<file path="src/hw/rtl/dstk_pkg.sv">
// dstk_pkg: shared types and constants for the deduplicating event stack.
// No dependencies.
package dstk_pkg;

    localparam int REC_W = 24;

    typedef enum logic [2:0] {
        ST_STORED  = 3'd0,
        ST_DUP     = 3'd1,
        ST_DROPPED = 3'd2,
        ST_POPPED  = 3'd3,
        ST_EMPTY   = 3'd4
    } status_t;

endpackage

</file>
<file path="src/hw/rtl/dstk_ram.sv">
// dstk_ram: generic single-write, single-read RAM with registered read data.
// No dependencies.
module dstk_ram #(
    parameter int WIDTH = 24,
    parameter int DEPTH = 8
) (
    input  logic                     clk,
    input  logic                     we,
    input  logic [$clog2(DEPTH)-1:0] wr_addr,
    input  logic [WIDTH-1:0]         wr_data,
    input  logic                     rd_en,
    input  logic [$clog2(DEPTH)-1:0] rd_addr,
    output logic [WIDTH-1:0]         rd_data
);

    logic [WIDTH-1:0] mem [DEPTH];

    always_ff @(posedge clk)
    begin
        if (we)
        begin
            mem[wr_addr] <= wr_data;
        end
        if (rd_en)
        begin
            rd_data <= mem[rd_addr];
        end
    end

endmodule

</file>
<file path="src/hw/rtl/dedup_event_stack_unit.sv">
// dedup_event_stack_unit: deduplicating LIFO event store, oldest dropped when full.
// Depends on dstk_pkg and dstk_ram.
//
//  channel | handshake           | fields
//  in      | in_valid / in_ready   | operation, event_kind, event_source, event_location
//  out     | out_valid / out_ready | status, out_kind, out_source, out_location, entry_count
//
// Push: one RAM read per live entry, with a pipelined compare.
// Pop: one RAM read of the top entry; no read on an empty store.
// Entries live in a circular buffer; dropping the oldest moves the base pointer.
// Reset clears state, count, base, scan control and output valid; RAM contents are never read before written.
// A new request is taken while a result waits; it completes once the output is free.
module dedup_event_stack_unit
    import dstk_pkg::*;
#(
    parameter int DEPTH = 8
) (
    input  logic       clk,
    input  logic       rst_n,
    input  logic       in_valid,
    output logic       in_ready,
    input  logic       operation,
    input  logic [7:0] event_kind,
    input  logic [7:0] event_source,
    input  logic [7:0] event_location,
    output logic       out_valid,
    input  logic       out_ready,
    output logic [2:0] status,
    output logic [7:0] out_kind,
    output logic [7:0] out_source,
    output logic [7:0] out_location,
    output logic [3:0] entry_count
);

    localparam int PTR_W = $clog2(DEPTH);
    localparam int CNT_W = $clog2(DEPTH + 1);
    localparam int SUM_W = CNT_W + 1;

    typedef enum logic [4:0] {
        S_IDLE   = 5'b00001,
        S_SCAN   = 5'b00010,
        S_POPRD  = 5'b00100,
        S_POPDAT = 5'b01000,
        S_DONE   = 5'b10000
    } state_t;

    function automatic logic [PTR_W-1:0] wrap_idx(input logic [SUM_W-1:0] s);
        logic [SUM_W-1:0] d;
        d = s - SUM_W'(DEPTH);
        if (s >= SUM_W'(DEPTH))
        begin
            return d[PTR_W-1:0];
        end
        return s[PTR_W-1:0];
    endfunction

    state_t             state_reg, state_next;
    logic [REC_W-1:0]   rec_reg, rec_next;
    logic [PTR_W-1:0]   base_reg, base_next;
    logic [CNT_W-1:0]   count_reg, count_next;
    logic [PTR_W-1:0]   rd_ptr_reg, rd_ptr_next;
    logic [CNT_W-1:0]   iss_cnt_reg, iss_cnt_next;
    logic               cmp_vld_reg, cmp_vld_next;
    logic               dup_reg, dup_next;
    status_t            res_status_reg, res_status_next;
    logic [REC_W-1:0]   res_rec_reg, res_rec_next;
    logic [CNT_W-1:0]   res_count_reg, res_count_next;
    logic               out_valid_reg, out_valid_next;
    status_t            out_status_reg, out_status_next;
    logic [REC_W-1:0]   out_rec_reg, out_rec_next;
    logic [CNT_W-1:0]   out_count_reg, out_count_next;

    logic               ram_we;
    logic [PTR_W-1:0]   ram_wr_addr;
    logic               ram_rd_en;
    logic [REC_W-1:0]   ram_rd_data;
    logic               issue;
    logic               hit;
    logic [CNT_W+3:0]   count_ext;

    dstk_ram #(
        .WIDTH(REC_W),
        .DEPTH(DEPTH)
    ) u_store (
        .clk     (clk),
        .we      (ram_we),
        .wr_addr (ram_wr_addr),
        .wr_data (rec_reg),
        .rd_en   (ram_rd_en),
        .rd_addr (rd_ptr_reg),
        .rd_data (ram_rd_data)
    );

    assign issue = (iss_cnt_reg != count_reg);
    assign hit   = cmp_vld_reg && (ram_rd_data == rec_reg);

    always_comb
    begin
        state_next      = state_reg;
        rec_next        = rec_reg;
        base_next       = base_reg;
        count_next      = count_reg;
        rd_ptr_next     = rd_ptr_reg;
        iss_cnt_next    = iss_cnt_reg;
        cmp_vld_next    = 1'b0;
        dup_next        = dup_reg;
        res_status_next = res_status_reg;
        res_rec_next    = res_rec_reg;
        res_count_next  = res_count_reg;
        out_valid_next  = out_valid_reg && !out_ready;
        out_status_next = out_status_reg;
        out_rec_next    = out_rec_reg;
        out_count_next  = out_count_reg;
        ram_we          = 1'b0;
        ram_wr_addr     = base_reg;
        ram_rd_en       = 1'b0;

        case (state_reg)
            S_IDLE:
            begin
                if (in_valid)
                begin
                    rec_next = {event_kind, event_source, event_location};
                    if (!operation)
                    begin
                        rd_ptr_next  = base_reg;
                        iss_cnt_next = '0;
                        dup_next     = 1'b0;
                        state_next   = S_SCAN;
                    end
                    else if (count_reg == '0)
                    begin
                        res_status_next = ST_EMPTY;
                        res_rec_next    = '0;
                        res_count_next  = '0;
                        state_next      = S_DONE;
                    end
                    else
                    begin
                        rd_ptr_next = wrap_idx(SUM_W'(base_reg) + SUM_W'(count_reg)
                                               - SUM_W'(1));
                        count_next  = count_reg - CNT_W'(1);
                        state_next  = S_POPRD;
                    end
                end
            end
            S_SCAN:
            begin
                // reads issued back to back; each compare follows in the cycle after its read
                if (issue)
                begin
                    ram_rd_en    = 1'b1;
                    rd_ptr_next  = wrap_idx(SUM_W'(rd_ptr_reg) + SUM_W'(1));
                    iss_cnt_next = iss_cnt_reg + CNT_W'(1);
                end
                cmp_vld_next = issue;
                dup_next     = dup_reg || hit;
                if (!issue && !cmp_vld_reg)
                begin
                    res_rec_next = '0;
                    state_next   = S_DONE;
                    if (dup_reg)
                    begin
                        res_status_next = ST_DUP;
                        res_count_next  = count_reg;
                    end
                    else if (count_reg != CNT_W'(DEPTH))
                    begin
                        ram_we          = 1'b1;
                        ram_wr_addr     = wrap_idx(SUM_W'(base_reg) + SUM_W'(count_reg));
                        count_next      = count_reg + CNT_W'(1);
                        res_status_next = ST_STORED;
                        res_count_next  = count_reg + CNT_W'(1);
                    end
                    else
                    begin
                        // overwrite oldest slot, which becomes the top
                        ram_we          = 1'b1;
                        ram_wr_addr     = base_reg;
                        base_next       = wrap_idx(SUM_W'(base_reg) + SUM_W'(1));
                        res_status_next = ST_DROPPED;
                        res_count_next  = count_reg;
                    end
                end
            end
            S_POPRD:
            begin
                ram_rd_en  = 1'b1;
                state_next = S_POPDAT;
            end
            S_POPDAT:
            begin
                res_status_next = ST_POPPED;
                res_rec_next    = ram_rd_data;
                res_count_next  = count_reg;
                state_next      = S_DONE;
            end
            S_DONE:
            begin
                if (!out_valid_reg || out_ready)
                begin
                    out_valid_next  = 1'b1;
                    out_status_next = res_status_reg;
                    out_rec_next    = res_rec_reg;
                    out_count_next  = res_count_reg;
                    state_next      = S_IDLE;
                end
            end
            default:
            begin
                state_next = S_IDLE;
            end
        endcase
    end

    always_ff @(posedge clk or negedge rst_n)
    begin
        if (!rst_n)
        begin
            state_reg     <= S_IDLE;
            base_reg      <= '0;
            count_reg     <= '0;
            iss_cnt_reg   <= '0;
            cmp_vld_reg   <= 1'b0;
            dup_reg       <= 1'b0;
            out_valid_reg <= 1'b0;
        end
        else
        begin
            state_reg     <= state_next;
            base_reg      <= base_next;
            count_reg     <= count_next;
            iss_cnt_reg   <= iss_cnt_next;
            cmp_vld_reg   <= cmp_vld_next;
            dup_reg       <= dup_next;
            out_valid_reg <= out_valid_next;
        end
    end

    always_ff @(posedge clk)
    begin
        rec_reg        <= rec_next;
        rd_ptr_reg     <= rd_ptr_next;
        res_status_reg <= res_status_next;
        res_rec_reg    <= res_rec_next;
        res_count_reg  <= res_count_next;
        out_status_reg <= out_status_next;
        out_rec_reg    <= out_rec_next;
        out_count_reg  <= out_count_next;
    end

    assign count_ext    = {4'b0000, out_count_reg};
    assign in_ready     = (state_reg == S_IDLE);
    assign out_valid    = out_valid_reg;
    assign status       = out_status_reg;
    assign out_kind     = out_rec_reg[23:16];
    assign out_source   = out_rec_reg[15:8];
    assign out_location = out_rec_reg[7:0];
    assign entry_count  = count_ext[3:0];

`ifndef SYNTHESIS
    a_count_bound: assert property (@(posedge clk) disable iff (!rst_n)
        count_reg <= CNT_W'(DEPTH))
        else $error("live count above depth");

    a_write_in_scan: assert property (@(posedge clk) disable iff (!rst_n)
        ram_we |-> (state_reg == S_SCAN) && !issue && !cmp_vld_reg && !dup_reg)
        else $error("store written outside end of scan");

    a_pop_count: assert property (@(posedge clk) disable iff (!rst_n)
        (in_valid && in_ready && operation && (count_reg != '0))
        |=> (count_reg == $past(count_reg) - CNT_W'(1)))
        else $error("pop did not decrement count");

    a_base_on_full: assert property (@(posedge clk) disable iff (!rst_n)
        !$stable(base_reg) |-> ($past(count_reg) == CNT_W'(DEPTH)))
        else $error("base moved while not full");

    a_scan_bound: assert property (@(posedge clk) disable iff (!rst_n)
        (state_reg == S_SCAN) |-> (iss_cnt_reg <= count_reg))
        else $error("scan issued past live entries");
`endif

endmodule
</file>
<file path="config.mk">
export PLATFORM = sky130hd
export DESIGN_NAME = dedup_event_stack_unit
export DESIGN_NICKNAME = d
export VERILOG_FILES = /design/src/hw/rtl/dstk_pkg.sv /design/src/hw/rtl/dstk_ram.sv /design/src/hw/rtl/dedup_event_stack_unit.sv
export SDC_FILE = /design/constraint.sdc
export NUM_CORES = 1
export LEC_CHECK = 0
export BUFFER_PORTS_ARGS = -buffer_cell sky130_fd_sc_hd__buf_2
export CORE_ASPECT_RATIO = 0.75
export CORE_MARGIN = 4
export CORE_UTILIZATION = 54
export DETAILED_ROUTE_END_ITERATION = 8
export GPL_ROUTABILITY_DRIVEN = 0
export HOLD_SLACK_MARGIN = 0.08
export MAX_ROUTING_LAYER = met4
export PLACE_DENSITY_LB_ADDON = 0.2
export SLEW_MARGIN = 20
export SYNTH_ARGS = -nofsm -noshare
export SYNTH_HDL_FRONTEND = slang
export SYNTH_SLANG_ARGS = --single-unit
</file>
<file path="constraint.sdc">
create_clock -name clk -period 5.23 [get_ports clk]
set_input_delay 0.523 -clock clk [delete_from_list [all_inputs] [get_ports clk]]
set_output_delay 0.523 -clock clk [all_outputs]
set_load 0.03 [all_outputs]
</file>
# Yosys cells after proc, flatten, opt, wreduce, memory -nomap -nowiden
# Memories as Yosys holds them, arrays and structs flattened. A register that Yosys moved wholly into a read port is not among the register bits.
# Index checks and enable logic that the tools add are counted.
# W data, S select, Z words.
[classes]
n_eq_ne = 17
muxes = 81
reduce_logical = 21
bitwise_logic = 2
magnitude_cmp = 4
n_addsub = 11
[ops]
columns = ["operator", "count"]
rows = [
  ["$mux W24", 4],
  ["$pmux W24 S3", 1],
  ["$mux W3", 20],
  ["$mux W4", 12],
  ["$mux W1", 29],
  ["$mux W5", 5],
  ["$pmux W5 S5", 1],
  ["$eq A24 B24 Y1", 1],
  ["$pmux W4 S2", 2],
  ["$ne A2 B2 Y1 const B", 6],
  ["$pmux W4 S3", 1],
  ["$reduce_and A4 Y1", 3],
  ["$sub A3 B1 Y3 const B", 4],
  ["$ge A5 B4 Y1 const B", 2],
  ["$reduce_and A5 Y1", 2],
  ["$pmux W3 S3", 1],
  ["$add A3 B1 Y4 const B", 2],
  ["$add A4 B1 Y4 const B", 2],
  ["$ge A4 B4 Y1 const B", 2],
  ["$pmux W3 S2", 1],
  ["$reduce_and A3 Y1", 2],
  ["$add A3 B4 Y5", 1],
  ["$eq A5 B1 Y1 const B", 1],
  ["$eq A5 B2 Y1 const B", 1],
  ["19 further kinds", 30],
]
[word_totals]
elab_cells = 152
output_inout_bits = 33
register_bits = 108
memories = 1
ramBits = 192
inputBits = 29
[memory_table]
columns = ["memory", "depth", "width", "read_ports", "rd_ports_with_merged_regs", "wr", "line_no", "rtl"]
rows = [
  ["u_store.mem", 8, 24, 1, 1, 1, "dstk_ram.sv:16", "logic [WIDTH-1:0] mem [DEPTH];"],
]

# Longest topological paths before layout
[depth]
word_depth = 13
mapped_depth = 9

# Hierarchy
# Synthesis repeated with hierarchy kept, for this count alone.
[unflattened]
hier_cells = 628
area_unflattened_um2 = 12615.8
[by_module_without_submodules]
columns = ["module", "seq_area_each_um2", "cells_each", "area_each_um2", "instances"]
rows = [
  ["dstk_ram", 6486.2, 314, 8037.7, 1],
  ["dedup_event_stack_unit", 3149.3, 314, 4578.1, 1],
]

# Worst setup path before layout
# OpenSTA, ideal clock, no wires.
[synth_path]
path_kind = "reg-to-reg"
from = "register count_reg[0]"
to = "register res_count_reg[0], enable pin"
setup_ns = 0.419
slack_ns = 1.947
required_time_ns = 4.811
arrival_ns = 2.864
path_stages_with_launch = 8
path_cell_list = "dfrtp_1 clkbuf_1 inv_1 ha_1 or3b_2 nor2_1 a21boi_0 nor2_1"
[synth_between]
elab_chain_cells = 5
word_cells_on_any_way = 7
[synth_lines]
columns = ["element", "line_no", "rtl"]
rows = [
  ["from (decl)", "dedup_event_stack_unit.sv:60", "logic [CNT_W-1:0] count_reg, count_next;"],
  ["from (signal assigned)", "dedup_event_stack_unit.sv:232", "count_reg <= count_next;"],
  ["$ne A4 B4 Y1", "dedup_event_stack_unit.sv:94", "assign issue = (iss_cnt_reg != count_reg);"],
  ["$logic_not A1 Y1", "dedup_event_stack_unit.sv:158", "if (!issue && !cmp_vld_reg)"],
  ["$logic_and A1 B1 Y1", "dedup_event_stack_unit.sv:158", ""],
  ["$ne A2 B2 Y1 (no line)", "--", ""],
  ["$reduce_and A5 Y1 (no line) *", "--", ""],
  ["to (signal assigned)", "dedup_event_stack_unit.sv:246", "res_count_reg <= res_count_next;"],
  ["to (decl)", "dedup_event_stack_unit.sv:67", "logic [CNT_W-1:0] res_count_reg, res_count_next;"],
]
# Every way passes the cells marked *; elsewhere a longest branch is shown, timed or not.
# A chain may end at the register's enable or synchronous reset.

# Final worst setup path
[layout_path]
from = "register count_reg[0]"
to = "memory u_store.mem[5][18], enable pin"
[layout_between]
elab_chain_cells = 12
word_cells_on_any_way = 22
[layout_lines]
columns = ["element", "line_no", "rtl"]
rows = [
  ["$add A3 B4 Y5", "dedup_event_stack_unit.sv:170", "ram_wr_addr = wrap_idx(SUM_W'(base_reg) + SUM_W'(count_reg));"],
  ["$ge A5 B4 Y1", "dedup_event_stack_unit.sv:50", "if (s >= SUM_W'(DEPTH))"],
  ["$mux W1", "dedup_event_stack_unit.sv:50", ""],
  ["$mux W1", "dedup_event_stack_unit.sv:167", "else if (count_reg != CNT_W'(DEPTH))"],
  ["$mux W1", "dedup_event_stack_unit.sv:162", "if (dup_reg)"],
  ["$mux W1", "dedup_event_stack_unit.sv:158", ""],
  ["$mux W1", "dedup_event_stack_unit.sv:118", "case (state_reg)"],
  ["$mux W3", "dedup_event_stack_unit.sv:54", "return s[PTR_W-1:0];"],
  ["$mux W3", "dedup_event_stack_unit.sv:167", ""],
  ["$mux W3", "dedup_event_stack_unit.sv:162", ""],
  ["$mux W3", "dedup_event_stack_unit.sv:158", ""],
  ["$mux W3", "dedup_event_stack_unit.sv:118", ""],
  ["to (decl)", "dstk_ram.sv:16", ""],
]
# Parallel ways exist; a longest one is shown, timed or not. The select of a mux whose other input is x is not followed.

==> summary.txt <==
Worst setup path
  • Data required, critical path: 5440 ps
  • Setup CP Type: reg2reg
  • Max FO, Critical Path: 24
  • Flop2flop setup slack: 2200 ps
  • CP arrival: 3240 ps
  • Reg2reg start: count_reg[0]$_DFFE_PN0P_
  • Startpoint types: flip-flop
  • Setup crit end kind: flip-flop
  • Capturing point of the worst reg2reg path: u_store.mem[5][18]$_DFFE_PP_
  • Reg2reg path depth: 9

Clock tree
  • Cts hold-fix bufs: 1
  • Worst skew pair latency: roughly 540 ps
  • Post_cts resized: 0
  • CTS sink cnt: 324
  • Clock-pin slew on the worst setup and hold paths: 60 ps
  • TritonCTS clock tree: built
  • CTS Buffer Depth: 3
  • CTS H-tree lvls: 1
  • Post-CTS Repair Setup Buffers: 0
  • TritonCTS buffer count: 30
  • CTS root buf: clkbuf_16

Synth
  • Ys async rst share: 5.86%
  • Yosys warnings: 0
  • Top FF cell, synth: edfxtp_1
  • Seq cells post-synth: 324
  • Mapped cell area: 12600 sq um
  • EDFF count, synth: 305
  • Sequential-to-total area share from yosys stat: roughly 76%
  • Mapped Cells: ~650
  • Syn Area/Cell: 19.5 sq um
  • Syn_nets: 683
  • Synth cell types: a little over 60

STA
  • Fin. max-slew vios: 0
  • RSZ-0062 raised after global routing: false
  • Worst Skew: 7.71 ps
  • TNS Setup: 0 ps
  • Final Hold Viols: 0
  • Worst Tran Pin Value: 929 ps
  • Fmax: 0.330 GHz
  • Finish-stage setup viols: 0
  • Slew HR: about 38%
  • Final min period: 3030 ps
  • Tcrit/Tclk final: 57.9%
  • WHS: between 100 and 150 ps

Floorplanning
  • Core area: around 23000 sq um
  • Cell Rows: 48
  • Die Area: about 26000 sq um
  • Die Span Y: 140 um
  • Num ports: 62
  • Initial Utilization: a little over half
  • Chip width: 185 um

Detailed routing
  • Post-Route WL: 24.0 mm
  • WL per Instance: 22.8 um
  • Antenna-violating nets left: 0
  • DRT iter0 DRCs: 568
  • Remaining routing DRC violations: 0
  • DR vias: 6166
  • DRT Pass-1 Iters: 5
  • Vias per cell: around 5.8

GRT
  • Initial antenna violation count: 0
  • Vias in the first global route: 5951
  • Largest net degree at the start of global routing: 50
  • First-pass GRT wire length: 36.6 mm
  • Grt ovf: 0
  • Gr usage total: 19.5%

Cells and area
  • Share of layout cells above drive strength 1: 29.5%
  • Fin area: between 10000 and 15000 sq um
  • Synthesis-to-layout area growth: 13.8%
  • Final nets: between 700 and 800
  • Max reg flops: 192
  • Fill count: 1592
  • Diode count: 0
  • Top reg by flops: u_store.mem

Place
  • Post-DP Area: between 10000 and 15000 sq um
  • IO buf count: 61
  • Post-DP HPWL: 15.9 mm

Power and ir drop
  • Worst vdd ir: 350 uV
  • PwrDens: 504 nW/um^2
  • Total power: 7.24 mW
  • P_leak: 4.81 nW

Job
  • # Max-Cap Violations: 0

Outcome
  • Status: finished, final reports clean

Worst hold path
  • Worst hold start: event_location[6]
  • Hold Path Sink: rec_reg[6]$_DFFE_PP_
  • Hold crit path type: in2reg
  • Worst Hold Depth: 1
## report_power, final
group | switching [mW] | internal [mW] | leakage (nW) | total (mW)
logic | 0.829 | 0.673 | 1.29 | 1.50
registers | 0.310 | 3.25 | 3.03 | 3.56
clock network | 0.900 | 1.27 | 0.487 | 2.17
total | 2.04 | 5.20 | 4.81 | 7.24
## routing by layer
layer / global-route usage [%] / part of all wire, % / vias up
met5: - / 0 / -
met4: 3.46 / 1.5 / 0
met3: 4.23 / 10 / 27
met2: 25.4 / 41 / 276
met1: 32.3 / 47 / 3128
li1: - / - / 2735
## worst max path at each step
stage                                   startpoint  slack, ps                           end
after floorplan           count_reg[0]$_DFFE_PN0P_       1950    res_count_reg[0]$_DFFE_PP_
after global placement    count_reg[0]$_DFFE_PN0P_       2340   u_store.mem[5][3]$_DFFE_PP_
after detailed placement  count_reg[2]$_DFFE_PN0P_       2240  u_store.mem[2][23]$_DFFE_PP_
after CTS                 count_reg[0]$_DFFE_PN0P_       2220  u_store.mem[5][15]$_DFFE_PP_
after global routing      count_reg[0]$_DFFE_PN0P_       1960  u_store.mem[5][13]$_DFFE_PP_
final                     count_reg[0]$_DFFE_PN0P_       2200  u_store.mem[5][18]$_DFFE_PP_
## cell type report
type | count | area (sq um) | area share [%]
flip-flops and latches | 324 | 9640 | 67.1
multi-input cells | 284 | 2840 | 19.8
clock buffers | 32 | 779 | 5.43
repair buffers | 78 | 463 | 3.22
well taps | 300 | 375 | 2.61
clock inverters | 24 | 225 | 1.57
inverters | 13 | 48.8 | 0.340
## cell usage after synthesis, drive strengths merged (2+ instances only)
master   count  area share (%)
a21oi        5            0.20
o41ai        3            0.21
buf         10            0.48
nor3         5            0.33
o21ai       13            0.52
a21o         3            0.19
inv         13            0.39
nand4        8            0.40
or3          2            0.14
and3b        3            0.23
a31oi        6            0.30
xor2         2            0.14
nand3b       2            0.12
mux4        48             8.6
nor2b        4            0.20
ha           7            0.69
nor2        26            0.83
mux2        26             2.3
nand2       27            0.80
nor4         4            0.25
xnor2       34             2.4
and2        24             1.2
clkbuf      15            0.48
dfrtp       18             3.6
nand3        6            0.24
nand2b       2           0.099
a2111oi      5            0.64
edfxtp     305              73
a211oi       2            0.12
## stage by stage
stage	util [%]	cells	setup slack (ps)
5_1_grt	62.5	1055	1960
2_1_floorplan	-	646	1950
3_3_place_gp	57.9	996	2340
4_1_cts	62.3	1053	2220
6_report	62.5	1055	2200
3_5_place_dp	57.9	996	2240
## kinds of logic (layout without fill, tap and decap cells)
kind of cell	Yosys count	after routing	synth area share, %
AOI/OAI and AO/OA	45	45	2.66
xor gates and xnor gates	36	36	2.50
adders and majority gates	8	8	0.853
buffers and inverters	38	147	1.34
DFF	324	324	76.3
muxes	74	74	10.9
and+or+nand+nor	121	121	5.42
## worst max-delay path, stage by stage, from the launching register on
cell	delay (ps)
dfrtp_1	540
ha_1	210
inv_1	50
fa_1	600
nor2b_1	200
nand2_1	90
a2111oi_2	380
a31oi_1	140
nor2_2	120
buf_4	350
## cell usage in the layout (no fill, tap or decap), types with 5 or more instances in the layout
cell         n
a31oi_1      6
ha_1         7
clkbuf_16   31
buf_4       14
a21oi_1      5
nand2_1     27
and2_1      24
nand4_1      8
clkinv_2     8
o21ai_0     11
nor2_2       9
buf_2       61
clkinv_1     7
dfrtp_1     18
inv_1       13
nand3_1      6
mux4_2      48
xnor2_1     34
nor2_1      16
edfxtp_1   305
mux2_2      24
No activity file was read; power rests on OpenSTA's default activity.
